## src/rtl/lrukv_pkg.sv

```systemverilog
// Shared types and constants of the LRU key-value cache.
package lrukv_pkg;

	// Width of the capacity register and of the returned value.
	localparam int CAP_W  = 5;
	localparam int READ_W = 32;

	localparam logic [CAP_W-1:0] CAP_RESET = 5'd16;

	// Request codes.
	localparam logic ACT_GET = 1'b0;
	localparam logic ACT_PUT = 1'b1;

	// What the table does with the request in flight.
	typedef enum logic [1:0] {
		OP_NONE,
		OP_PROMOTE,
		OP_INSERT
	} lrukv_op_t;

	typedef struct packed {
		lrukv_op_t op;
		logic      write_val;
		logic      evict;
	} lrukv_cmd_t;

endpackage

```

## src/rtl/lrukv_ifs.sv

```systemverilog
// Request and response channel interfaces of the LRU key-value cache.
interface lrukv_req_if #(
	parameter int KEY_BITS   = 32,
	parameter int VALUE_BITS = 32
);
	logic                  valid;
	logic                  ready;
	logic                  action;
	logic [KEY_BITS-1:0]   lookup_key;
	logic [VALUE_BITS-1:0] write_value;

	modport source (output valid, action, lookup_key, write_value, input ready);
	modport sink   (input valid, action, lookup_key, write_value, output ready);
endinterface

interface lrukv_rsp_if import lrukv_pkg::*; ();
	logic              valid;
	logic              ready;
	logic              hit;
	logic [READ_W-1:0] read_value;

	modport source (output valid, hit, read_value, input ready);
	modport sink   (input valid, hit, read_value, output ready);
endinterface

```

## src/rtl/lrukv_match.sv

```systemverilog
// Parallel key compare and slot selection over the whole table.
module lrukv_match import lrukv_pkg::*; #(
	parameter int MAX_ENTRIES = 16,
	parameter int KEY_BITS    = 32,
	localparam int R_W        = $clog2(MAX_ENTRIES),
	localparam int CNT_W      = $clog2(MAX_ENTRIES + 1)
) (
	input  logic [KEY_BITS-1:0]    key,
	input  logic [KEY_BITS-1:0]    keys [MAX_ENTRIES],
	input  logic [MAX_ENTRIES-1:0] valid,
	input  logic [R_W-1:0]         ranks [MAX_ENTRIES],
	input  logic [CNT_W-1:0]       live,
	output logic [MAX_ENTRIES-1:0] hit_oh,
	output logic [MAX_ENTRIES-1:0] oldest_oh,
	output logic [MAX_ENTRIES-1:0] free_oh
);

	logic [CNT_W-1:0] live_m1;

	assign live_m1 = live - CNT_W'(1);

	// Live ranks are 0 to live-1 and distinct, so the oldest entry is the one at live-1.
	always_comb begin
		for (int i = 0; i < MAX_ENTRIES; i++) begin
			hit_oh[i]    = valid[i] && (keys[i] == key);
			oldest_oh[i] = valid[i] && (ranks[i] == live_m1[R_W-1:0]);
		end
	end

	// Lowest empty slot.
	assign free_oh = ~valid & (valid + MAX_ENTRIES'(1));

endmodule

```

## src/rtl/lrukv_store.sv

```systemverilog
// Entry table: keys, values, valid marks, recency ranks and the live count.
module lrukv_store import lrukv_pkg::*; #(
	parameter int MAX_ENTRIES = 16,
	parameter int KEY_BITS    = 32,
	parameter int VALUE_BITS  = 32,
	localparam int R_W        = $clog2(MAX_ENTRIES),
	localparam int CNT_W      = $clog2(MAX_ENTRIES + 1)
) (
	input  logic                   clk,
	input  logic                   arst_n,
	input  lrukv_cmd_t             cmd,
	input  logic [MAX_ENTRIES-1:0] slot_oh,
	input  logic [MAX_ENTRIES-1:0] victim_oh,
	input  logic [KEY_BITS-1:0]    key,
	input  logic [VALUE_BITS-1:0]  value,
	output logic [KEY_BITS-1:0]    keys [MAX_ENTRIES],
	output logic [MAX_ENTRIES-1:0] valid,
	output logic [R_W-1:0]         ranks [MAX_ENTRIES],
	output logic [CNT_W-1:0]       live,
	output logic [VALUE_BITS-1:0]  rd_value
);

	logic [KEY_BITS-1:0]    keys_q   [MAX_ENTRIES];
	logic [VALUE_BITS-1:0]  values_q [MAX_ENTRIES];
	logic [MAX_ENTRIES-1:0] valid_q;
	logic [R_W-1:0]         ranks_q  [MAX_ENTRIES];
	logic [CNT_W-1:0]       live_q;

	logic [MAX_ENTRIES-1:0] valid_d;
	logic [R_W-1:0]         ranks_d  [MAX_ENTRIES];
	logic [CNT_W-1:0]       live_d;
	logic [R_W-1:0]         slot_rank;
	logic [R_W-1:0]         rank_p   [MAX_ENTRIES];
	logic [MAX_ENTRIES-1:0] valid_left;
	logic [CNT_W-1:0]       live_m1;

	assign live_m1 = live_q - CNT_W'(1);

	always_comb begin
		slot_rank = '0;
		rd_value  = '0;
		for (int i = 0; i < MAX_ENTRIES; i++) begin
			if (slot_oh[i]) begin
				slot_rank = slot_rank | ranks_q[i];
				rd_value  = rd_value | values_q[i];
			end
		end
	end

	always_comb begin
		valid_d    = valid_q;
		live_d     = live_q;
		valid_left = valid_q & ~victim_oh;
		for (int i = 0; i < MAX_ENTRIES; i++) begin
			ranks_d[i] = ranks_q[i];
			rank_p[i]  = ranks_q[i];
		end
		case (cmd.op)
			OP_PROMOTE: begin
				// Entries more recent than the promoted one age by one; on evict the oldest is dropped.
				for (int i = 0; i < MAX_ENTRIES; i++) begin
					if (slot_oh[i]) begin
						rank_p[i] = '0;
					end else if (valid_q[i] && ranks_q[i] < slot_rank) begin
						rank_p[i] = ranks_q[i] + R_W'(1);
					end
					ranks_d[i] = rank_p[i];
					if (cmd.evict && valid_q[i] && rank_p[i] == live_m1[R_W-1:0]) begin
						valid_d[i] = 1'b0;
						ranks_d[i] = '0;
					end
				end
				if (cmd.evict) begin
					live_d = live_m1;
				end
			end
			OP_INSERT: begin
				for (int i = 0; i < MAX_ENTRIES; i++) begin
					if (slot_oh[i] || !valid_left[i]) begin
						ranks_d[i] = '0;
					end else begin
						ranks_d[i] = ranks_q[i] + R_W'(1);
					end
				end
				valid_d = valid_left | slot_oh;
				if (!cmd.evict) begin
					live_d = live_q + CNT_W'(1);
				end
			end
			default: begin
			end
		endcase
	end

	always_ff @(posedge clk or negedge arst_n) begin
		if (!arst_n) begin
			valid_q <= '0;
			live_q  <= '0;
			for (int i = 0; i < MAX_ENTRIES; i++) begin
				ranks_q[i] <= '0;
			end
		end else begin
			valid_q <= valid_d;
			live_q  <= live_d;
			ranks_q <= ranks_d;
		end
	end

	always_ff @(posedge clk) begin
		for (int i = 0; i < MAX_ENTRIES; i++) begin
			if (slot_oh[i] && cmd.op == OP_INSERT) begin
				keys_q[i] <= key;
			end
			if (slot_oh[i] && cmd.write_val) begin
				values_q[i] <= value;
			end
		end
	end

	assign keys  = keys_q;
	assign valid = valid_q;
	assign ranks = ranks_q;
	assign live  = live_q;

endmodule

```

## src/rtl/lru_key_value_cache.sv

```systemverilog
// Top level of the fully associative key-value cache with LRU replacement.
// A request is taken into the request register; there every stored key is
// compared at once, the recency ranks are updated and a get's answer is
// loaded into the response register. One request is taken in every cycle
// while no get waits, and a get's response passes through the request
// register and then the response register. The only stall comes from the
// response register: a get waits while an earlier response has not been taken;
// puts give no response and never wait in the request register. The capacity
// register, read as 1 when 0 and as MAX_ENTRIES when above it, is to be
// written by the user only while no request is in flight; the block does not enforce it.
module lru_key_value_cache import lrukv_pkg::*; #(
	parameter int MAX_ENTRIES = 16,
	parameter int KEY_BITS    = 32,
	parameter int VALUE_BITS  = 32
) (
	input  logic               clk,
	input  logic               arst_n,
	input  logic               cfg_wr_en,
	input  logic [CAP_W-1:0]   cfg_wr_data,
	lrukv_req_if.sink          req,
	lrukv_rsp_if.source        rsp
);

	localparam int R_W   = $clog2(MAX_ENTRIES);
	localparam int CNT_W = $clog2(MAX_ENTRIES + 1);
	localparam int EW    = (CNT_W > CAP_W) ? CNT_W : CAP_W;

	logic [CAP_W-1:0]      cap_q;
	logic                  valid_s1;
	logic                  action_s1;
	logic [KEY_BITS-1:0]   key_s1;
	logic [VALUE_BITS-1:0] value_s1;
	logic                  rsp_valid_q;
	logic                  hit_q;
	logic [READ_W-1:0]     read_value_q;

	logic [KEY_BITS-1:0]    keys  [MAX_ENTRIES];
	logic [MAX_ENTRIES-1:0] valid;
	logic [R_W-1:0]         ranks [MAX_ENTRIES];
	logic [CNT_W-1:0]       live;
	logic [VALUE_BITS-1:0]  rd_value;
	logic [READ_W-1:0]      rd_ext;
	logic [MAX_ENTRIES-1:0] hit_oh;
	logic [MAX_ENTRIES-1:0] oldest_oh;
	logic [MAX_ENTRIES-1:0] free_oh;
	logic [MAX_ENTRIES-1:0] slot_oh;
	logic [MAX_ENTRIES-1:0] victim_oh;
	lrukv_cmd_t             cmd;

	logic          fire_s1;
	logic          s1_free;
	logic          any_hit;
	logic [EW-1:0] cap_x;
	logic [EW-1:0] eff_cap;
	logic [EW-1:0] live_x;

	assign any_hit = |hit_oh;
	assign fire_s1 = valid_s1 && (action_s1 == ACT_PUT || !rsp_valid_q || rsp.ready);
	assign s1_free = !valid_s1 || fire_s1;
	assign req.ready = s1_free;

	assign cap_x  = EW'(cap_q);
	assign live_x = EW'(live);

	always_comb begin
		if (cap_q == '0) begin
			eff_cap = EW'(1);
		end else if (cap_x > EW'(MAX_ENTRIES)) begin
			eff_cap = EW'(MAX_ENTRIES);
		end else begin
			eff_cap = cap_x;
		end
	end

	always_ff @(posedge clk or negedge arst_n) begin
		if (!arst_n) begin
			cap_q <= CAP_RESET;
		end else if (cfg_wr_en) begin
			cap_q <= cfg_wr_data;
		end
	end

	always_ff @(posedge clk or negedge arst_n) begin
		if (!arst_n) begin
			valid_s1 <= 1'b0;
		end else if (s1_free) begin
			valid_s1 <= req.valid;
		end
	end

	always_ff @(posedge clk) begin
		if (req.valid && s1_free) begin
			action_s1 <= req.action;
			key_s1    <= req.lookup_key;
			value_s1  <= req.write_value;
		end
	end

	lrukv_match #(
		.MAX_ENTRIES (MAX_ENTRIES),
		.KEY_BITS    (KEY_BITS)
	) u_match (
		.key       (key_s1),
		.keys      (keys),
		.valid     (valid),
		.ranks     (ranks),
		.live      (live),
		.hit_oh    (hit_oh),
		.oldest_oh (oldest_oh),
		.free_oh   (free_oh)
	);

	always_comb begin
		cmd       = '{op: OP_NONE, write_val: 1'b0, evict: 1'b0};
		slot_oh   = hit_oh;
		victim_oh = '0;
		if (fire_s1) begin
			if (action_s1 == ACT_GET) begin
				if (any_hit) begin
					cmd.op = OP_PROMOTE;
				end
			end else if (any_hit) begin
				cmd.op        = OP_PROMOTE;
				cmd.write_val = 1'b1;
				cmd.evict     = live_x > eff_cap;
			end else begin
				// A new key reuses the oldest slot once the table is at capacity.
				cmd.op        = OP_INSERT;
				cmd.write_val = 1'b1;
				cmd.evict     = live_x >= eff_cap;
				victim_oh     = cmd.evict ? oldest_oh : '0;
				slot_oh       = cmd.evict ? oldest_oh : free_oh;
			end
		end
	end

	lrukv_store #(
		.MAX_ENTRIES (MAX_ENTRIES),
		.KEY_BITS    (KEY_BITS),
		.VALUE_BITS  (VALUE_BITS)
	) u_store (
		.clk       (clk),
		.arst_n    (arst_n),
		.cmd       (cmd),
		.slot_oh   (slot_oh),
		.victim_oh (victim_oh),
		.key       (key_s1),
		.value     (value_s1),
		.keys      (keys),
		.valid     (valid),
		.ranks     (ranks),
		.live      (live),
		.rd_value  (rd_value)
	);

	generate
		if (VALUE_BITS >= READ_W) begin : g_rd_trunc
			assign rd_ext = rd_value[READ_W-1:0];
		end else begin : g_rd_ext
			assign rd_ext = {{(READ_W - VALUE_BITS){1'b0}}, rd_value};
		end
	endgenerate

	always_ff @(posedge clk or negedge arst_n) begin
		if (!arst_n) begin
			rsp_valid_q <= 1'b0;
		end else if (fire_s1 && action_s1 == ACT_GET) begin
			rsp_valid_q <= 1'b1;
		end else if (rsp.ready) begin
			rsp_valid_q <= 1'b0;
		end
	end

	always_ff @(posedge clk) begin
		if (fire_s1 && action_s1 == ACT_GET) begin
			hit_q        <= any_hit;
			read_value_q <= any_hit ? rd_ext : '0;
		end
	end

	assign rsp.valid      = rsp_valid_q;
	assign rsp.hit        = hit_q;
	assign rsp.read_value = read_value_q;

	// The live count always agrees with the number of valid marks.
	a_live_count: assert property (@(posedge clk) disable iff (!arst_n)
		$countones(valid) == int'(live))
		else $error("live count disagrees with valid marks");

	// A key is stored at most once.
	a_single_match: assert property (@(posedge clk) disable iff (!arst_n)
		valid_s1 |-> $onehot0(hit_oh))
		else $error("key matches more than one entry");

	// An insertion always finds exactly one slot.
	a_insert_slot: assert property (@(posedge clk) disable iff (!arst_n)
		cmd.op == OP_INSERT |-> $onehot(slot_oh))
		else $error("insertion without a single target slot");

	// A miss response carries a zero value.
	a_miss_zero: assert property (@(posedge clk) disable iff (!arst_n)
		(rsp_valid_q && !hit_q) |-> read_value_q == '0)
		else $error("miss response with non-zero value");

endmodule

```

## src/flat_wrapper.sv

```systemverilog
// flat-port wrapper written by rule: the top's interface ports become plain ports
module lru_key_value_cache_flat import lrukv_pkg::*;
#(
	parameter int MAX_ENTRIES = 16,
	parameter int KEY_BITS    = 32,
	parameter int VALUE_BITS  = 32
)
  (clk, arst_n, cfg_wr_en, cfg_wr_data, req_valid, req_action, req_lookup_key, req_write_value, req_ready, rsp_valid, rsp_hit, rsp_read_value, rsp_ready);
  lrukv_req_if #(.KEY_BITS(KEY_BITS), .VALUE_BITS(VALUE_BITS)) req_i ();
  lrukv_rsp_if rsp_i ();
  input  logic clk;
  input  logic arst_n;
  input  logic cfg_wr_en;
  input  logic [CAP_W-1:0] cfg_wr_data;
  input wire logic [$bits(req_i.valid)-1:0] req_valid;
  input wire logic [$bits(req_i.action)-1:0] req_action;
  input wire logic [$bits(req_i.lookup_key)-1:0] req_lookup_key;
  input wire logic [$bits(req_i.write_value)-1:0] req_write_value;
  output wire logic [$bits(req_i.ready)-1:0] req_ready;
  output wire logic [$bits(rsp_i.valid)-1:0] rsp_valid;
  output wire logic [$bits(rsp_i.hit)-1:0] rsp_hit;
  output wire logic [$bits(rsp_i.read_value)-1:0] rsp_read_value;
  input wire logic [$bits(rsp_i.ready)-1:0] rsp_ready;
  assign req_i.valid = req_valid;
  assign req_i.action = req_action;
  assign req_i.lookup_key = req_lookup_key;
  assign req_i.write_value = req_write_value;
  assign req_ready = req_i.ready;
  assign rsp_valid = rsp_i.valid;
  assign rsp_hit = rsp_i.hit;
  assign rsp_read_value = rsp_i.read_value;
  assign rsp_i.ready = rsp_ready;
  lru_key_value_cache #(.MAX_ENTRIES(MAX_ENTRIES), .KEY_BITS(KEY_BITS), .VALUE_BITS(VALUE_BITS)) u_core (.clk(clk), .arst_n(arst_n), .cfg_wr_en(cfg_wr_en), .cfg_wr_data(cfg_wr_data), .req(req_i), .rsp(rsp_i));
endmodule
```

## config.mk

```make
export PLATFORM = sky130hd
export DESIGN_NAME = lru_key_value_cache_flat
export DESIGN_NICKNAME = d
export VERILOG_FILES = /design/src/rtl/lrukv_pkg.sv /design/src/rtl/lrukv_ifs.sv /design/src/rtl/lrukv_match.sv /design/src/rtl/lrukv_store.sv /design/src/rtl/lru_key_value_cache.sv /design/src/flat_wrapper.sv
export SDC_FILE = /design/constraint.sdc
export NUM_CORES = 2
export LEC_CHECK = 0
export BUFFER_PORTS_ARGS = -buffer_cell sky130_fd_sc_hd__buf_4
export CAP_MARGIN = 0
export CORE_ASPECT_RATIO = 1.75
export CORE_UTILIZATION = 39
export DETAILED_ROUTE_END_ITERATION = 16
export PLACE_DENSITY = 0.58
export SYNTH_ARGS = -nofsm -noshare
export SYNTH_HDL_FRONTEND = slang
export SYNTH_SLANG_ARGS = --single-unit
```

## constraint.sdc

```tcl
create_clock -name clk -period 8.8 [get_ports clk]
set_input_delay 0.88 -clock clk [delete_from_list [all_inputs] [get_ports clk]]
set_output_delay 0.88 -clock clk [all_outputs]
set_load 0.005 [all_outputs]
```

* After elaboration in Yosys (flattened, before gate mapping) *
Memory sizes are Yosys's and may differ from the RTL's.
Cells that the tools add are included.

word-level totals
  flip-flop bits (word level) = 702
  latch bits = 0
  memory bits (writable) = 512
  bits in read-only memories = 0
  input bits = 75
  output and inout bits = 35
  word-level logic and storage cells = 555
  memories = 1

cells by class
  add/subtract/negate cells = 19
  $mul = 0
  div/mod/pow operators = 0
  order comparisons = 19
  equal/unequal tests = 68
  shift operators = 0
  mux-type cells = 182
  bitwise logic cells = 36
  reduce and logical (&&, ||, !) cells = 173

memory list
  name                     words  bits a word  rd ports  clocked after Yosys merged registers in  write ports  line               RTL
  u_core.u_store.values_q  16     32           16        0                                        16           lrukv_store.sv:24  logic [VALUE_BITS-1:0] values_q [MAX_ENTRIES];

operators with widths
  kind                   count
  $eq 32x32->1           16
  $mux 32                16
  $or 32x32->32          15
  $mux 4                 98
  $eq 4x4->1             32
  $mux 16                8
  $pmux 64 s2            1
  $logic_and 1x1->1      115
  $add 4x1->4 const B    16
  $lt 4x4->1             16
  $or 4x4->4             15
  $mux 1                 51
  $ne 2x2->1 const B     18
  $and 16x16->16         2
  $not 16->16            2
  $pmux 16 s2            1
  $reduce_and 2->1       16
  $mux 5                 4
  $logic_or 1x1->1       19
  $logic_not 1->1        18
  $add 16x1->16 const B  1
  $or 16x16->16          1
  $reduce_or 16->1       1
  $pmux 5 s2             1
  12 further kinds       14

* Depth between registers and ports, before layout *
  depth after elaboration = 48
  gate-level depth with buffers = 34
  mapped depth without buffers = 29

* Cells and area by module *
A second synthesis with hierarchy kept.

second synthesis, totals
  cells, all modules = 3,880
  area total of the unflattened synthesis = 54,964.0 um^2

by module, submodules not included
  module               instances  cells each  area an instance (um^2)  sequential area each (um^2)
  lrukv_store          1          2,680       43,754.5                 32,876.5
  lrukv_match          1          904         6,862.8                  0.0
  lru_key_value_cache  1          296         4,346.7                  3,119.2

* Worst setup path before layout *
No wires, ideal clock.

  kind = reg2reg
  from = reg u_core.key_s1[6]
  to = reg u_core.u_store.ranks_q, in the netlist u_core.u_store.ranks[6]
  library setup time = 0.120 ns
  arrival time = 7.423 ns
  data required time = 8.680 ns
  slack = 1.257 ns
  stages on the path, launching flop included = 27
  buffers on the path = 5
  period minus slack after synthesis = 7.543 ns
  path through = edfxtp_1 > buf_2 > xor2_1 > or4_1 > nor4_1 > nand3_1 > nand4_1 > nor4_4 > nand2_1 > clkbuf_1 > o21ai_1 > clkbuf_1 > buf_2 > buf_2 > a22oi_1 > nand3_1 > nor2_1 > ha_1 > a2111oi_0 > nand2_1 > o21ai_0 > a41oi_1 > xnor2_1 > mux2_2 > nor4_4 > o2111ai_1 > and3_1

between the ends
  cells in the longest elaborated chain, start to end = 46
  elaborated cells between the ends (all ways) = 93
  classes of those cells = order compare: 1; eq/ne: 19; mux: 33; bitwise: 17; reduce/logical: 23

ends and longest elaborated chain
  what                    line                        RTL
  start, declared         lru_key_value_cache.sv:31   logic [KEY_BITS-1:0] key_s1;
  start signal, assigned  lru_key_value_cache.sv:94   key_s1 <= req.lookup_key;
  $eq 32x32->1            lrukv_match.sv:25           hit_oh[i] = valid[i] && (keys[i] == key);
  $logic_and 1x1->1       lrukv_match.sv:25
  $reduce_or 16->1        lru_key_value_cache.sv:57   assign any_hit = |hit_oh;
  $mux 16                 lru_key_value_cache.sv:122  end else if (any_hit) begin
  $mux 16                 lru_key_value_cache.sv:118  if (action_s1 == ACT_GET) begin
  $mux 16                 lru_key_value_cache.sv:117  if (fire_s1) begin
  $mux 4                  lrukv_store.sv:43           if (slot_oh[i]) begin
  $or 4x4->4              lrukv_store.sv:44           slot_rank = slot_rank | ranks_q[i];
  [... 30 more ...]       n/a
  $logic_and 1x1->1       lrukv_store.sv:64           end else if (valid_q[i] && ranks_q[i] < slot_rank) begin
  $mux 4                  lrukv_store.sv:64
  $mux 4                  lrukv_store.sv:62           if (slot_oh[i]) begin
  $mux 4                  lrukv_store.sv:58           case (cmd.op)
  $eq 4x4->1              lrukv_store.sv:68           if (cmd.evict && valid_q[i] && rank_p[i] == live_m1[R_W-1:0]) begin
  $logic_and 1x1->1       lrukv_store.sv:68
  $mux 4                  lrukv_store.sv:68
  $pmux 64 s2             lrukv_store.sv:58
  end signal, assigned    lrukv_store.sv:105          ranks_q <= ranks_d;
  end, declared           lrukv_store.sv:26           logic [R_W-1:0] ranks_q [MAX_ENTRIES];

Several ways; a longest one is shown, not always the timed one. The select of a mux whose other input is x is not followed.
A chain may end at the register's enable or synchronous reset.

* Worst setup path after layout *
  from = reg u_core.key_s1[8]
  to = reg u_core.u_store.ranks_q, in the netlist u_core.u_store.ranks[6]

The elaborated chain is that of the path after synthesis.

==> metrics.md <==
| Metric | Value |
|---|---|
| DIE AREA | `146000 µm²` |
| Setup WS pre-CTS | `493 ps` |
| Clock Sinks | `1214` |
| CTS tree | `done` |
| Total GRT Usage | `0.265` |
| #FFs+latches synth | `1214` |
| First-pass GRT wire length | `275 mm` |
| Post-cts resize count | `0` |
| RSZ-0062 raised after global routing | `false` |
| Row cnt | `184` |
| Syn avg cell area | `13.6 µm²` |
| Status | `finished, final reports clean` |
| Slew Limit Fails | `0` |
| Post-CTS Setup Inserts | `0` |
| Lkg Pwr | `20.2 nW` |
| Number of synthesis warnings | `0` |
| Setup-failing EPs final | `0` |
| Syn Std Cell Area | `56500 µm²` |
| WP data required | `9460 ps` |
| Power Density | `229 nW/µm²` |
| Dpl hpwl | `128 mm` |
| DP Area | `60500 µm²` |
| Post-Syn Instances | `4148` |
| Die Wd | `290 µm` |
| Final ANT Viol Nets | `0` |
| Grt ovf | `0` |
| Number of flops mapped to enable cells by yosys | `1122` |
| Clock tree buffer depth | `3` |
| Initial drt markers | `3409` |
| Routability cong. | `0.998` |
| DR vias | `38300` |
| Finished Cell Area | `64300 µm²` |
| DIE HEIGHT | `505 µm` |
| Period utilization | `0.949` |
| 1st-pass router iterations | `6` |
| Clock buffer count from CTS | `109` |
| CP Capture Type | `register` |
| Synth area leader | `edfxtp_1` |
| Ranking of synthesized cells by area | `edfxtp_1 60%, xnor2_1 7.4%, dfrtp_1 4.0%, xor2_1 2.4%, nand4_1 2.3%` |
| Fmax | `0.120 GHz` |
| Starting density of the core | `0.393` |
| Fraction of layout cells with a size suffix above 1 | `0.135` |
| Hold/Removal Path Class | `in -> async` |
| Clock Skew | `56.5 ps` |
| Crit-path max FO | `27` |
| Setup ws final | `448 ps` |
| Port-buffer cells | `109` |
| Tightest Pin Transition | `1230 ps` |
| Cts hold-fix bufs | `0` |
| Top_reg_cell synth | `edfxtp_1` |
| Crit start category | `register` |
| Vias/cell | `6.12` |
| Top cell type's share of synthesized area | `0.597` |
| H-tree depth | `3` |
| Maximum VDD drop | `0.200 mV` |
| Share of synthesized registers carrying an async set or reset | `0.0758` |
| Final net count | `4456` |
| Post-Syn Nets | `4296` |
| Clk slew on worst S/H paths | `70 ps` |
| Sequential element share of the synthesized area | `0.638` |
| Hold WS | `233 ps` |
| Number of global-route vias before repair | `38400` |
| Arr. time, crit path | `9010 ps` |
| Mean routed wirelength per cell | `31.1 µm` |
| DR DRC count | `0` |
| Syn-to-layout area delta | `13.9%` |
| Unique masters post-synth | `105` |
| CP Class | `reg -> reg` |
| Final setup TNS | `0 ps` |
| IO Pins | `110` |
| Endpoints failing hold | `0` |
| Antenna violations before repair | `6` |
| Worst skew pair latency | `770 ps` |
| Largest net degree at the start of global routing | `60` |
| Filler cells | `13000` |
| Worst slew margin | `0.180` |
| Root Buffer | `clkbuf_16` |
| Maxcap violations | `0` |
| Minimum clock period | `8350 ps` |
| Final wirelength | `195 mm` |
| Core Footprint | `144000 µm²` |
==> cells in the mapped netlist, types with 75 or more instances <==
cell type,instances
edfxtp_1,1122
clkbuf_1,137
a22o_1,99
nor4_1,75
a221oi_1,101
o21ai_0,91
a22oi_1,86
nor3_1,81
xor2_1,156
xnor2_1,476
nand2_1,148
dfrtp_1,91
nand3_1,127
nand4_1,205
a21oi_1,107
nor2_1,166
==> cell families after synthesis <==
kind of cell / synth area share
simple gates: 0.103
xor+xnor: 0.105
mux: 0.00514
compound gates: 0.108
fa+ha+maj: 0.0162
buf+inv: 0.0256
flops: 0.638
==> report_power, final <==
part           switching [mW]  leakage [nW]  internal, mW
logic                    1.94          7.05         0.989
registers               0.254          11.4          6.42
clock network            2.27          1.84          2.86
==> worst paths after layout <==
| path | start | end | slack (ps) | cells past startpoint |
|---|---|---|---|---|
| max | u_core.key_s1[8]$_DFFE_PP_ | u_core.u_store.ranks[6]$_DFFE_PN0P_ | 450 | 26 |
| min | arst_n | u_core.cap_q[3]$_DFFE_PN0P_ | 230 | 1 |
| max reg2reg | u_core.key_s1[8]$_DFFE_PP_ | u_core.u_store.ranks[6]$_DFFE_PN0P_ | 450 | 26 |
| min reg2reg | u_core.u_store.live[4]$_DFFE_PN0P_ | u_core.u_store.live[4]$_DFFE_PN0P_ | 480 | 1 |
| max in group asynchronous | arst_n | u_core.rsp.valid$_DFFE_PN0P_ | 7360 | 2 |
| min in group clk | req_write_value[31] | u_core.value_s1[31]$_DFFE_PP_ | 290 | 1 |
==> registers in the layout (all words and copies together) (netlist names) <==
name,flops
u_core.rsp.read_value,32
u_core.key_s1,32
u_core.u_store.valid,16
u_core.valid_s1,1
u_core.u_store.keys,512
u_core.cap_q,5
u_core.rsp.valid,1
u_core.u_store.ranks,64
u_core.value_s1,32
u_core.rsp.hit,1
u_core.u_store.live,5
u_core.u_store.values_q,512
u_core.action_s1,1
==> routing by layer <==
metal	vias to the layer above	wire length (µm)	part of all wire	GRT usage
met1	19500	68100	0.35	0.285
met4	4	16100	0.083	0.196
li1	16500	-	-	-
met2	1739	101000	0.52	0.470
met5	-	25	0.00013	0
met3	646	10300	0.053	0.0343
==> cell usage in the layout, fill, tap and decap left out, drive strengths merged, types with 19 or more instances in the layout <==
cell type  Yosys  layout
edfxtp      1122    1122
xnor2        477     477
buf          118     304
nand4        205     205
nor2         166     166
xor2         157     157
nand2        149     149
nand3        127     127
clkbuf       137     118
a21oi        110     110
a221oi       103     103
o21ai        102     102
a22o          99      99
dfrtp         91      91
a22oi         86      86
nor3          83      83
nor4          79      79
inv           67      75
ha            73      73
nand2b        56      56
clkinv         2      52
a31oi         49      49
and3          44      44
o31ai         33      33
and2          29      29
o211ai        25      25
o21a          22      22
or4           20      20
mux2i         20      20
bufinv         0      19
==> area by class of cell <==
type | count | area (µm²) | area share
diodes | 4 | 10.0 | 0.000156
clock buffers | 118 | 2760 | 0.0429
clock inverters | 87 | 1070 | 0.0166
inverters | 69 | 259 | 0.00403
multi-input cells | 2610 | 19400 | 0.301
flip-flops and latches | 1214 | 36000 | 0.560
well taps | 1860 | 2330 | 0.0362
repair buffers | 304 | 2520 | 0.0392
==> critical path, stage by stage, from the launching register on <==
cell and delay [ps]:
edfxtp_1 1120, buf_4 450, xor2_1 240, nor4_1 80, and4b_1 210, nand4_1 320
nand4_1 230, nor4_4 880, nand2_1 210, buf_4 290, o21ai_4 200, buf_4 490
a221oi_1 180, nand3_1 160, nor2_2 70, buf_4 240, ha_1 310, o21ai_0 100
nand2b_1 80, a21oi_1 460, nand4_1 180, xor2_1 270, nor3b_1 90, or3_1 420
nor4_4 490, o2111ai_1 190, and3_1 230
==> metrics by stage <==
step | std cells | power, mW | util
after floorplan | 4148 | 8.51 | -
after global placement | 6057 | 9.62 | 0.421
after detailed placement | 6057 | 9.64 | 0.421
after CTS | 6262 | 14.7 | 0.448
after global routing | 6264 | 15.1 | 0.448
final | 6266 | 14.7 | 0.448
Power figures use the tool's default switching activity.
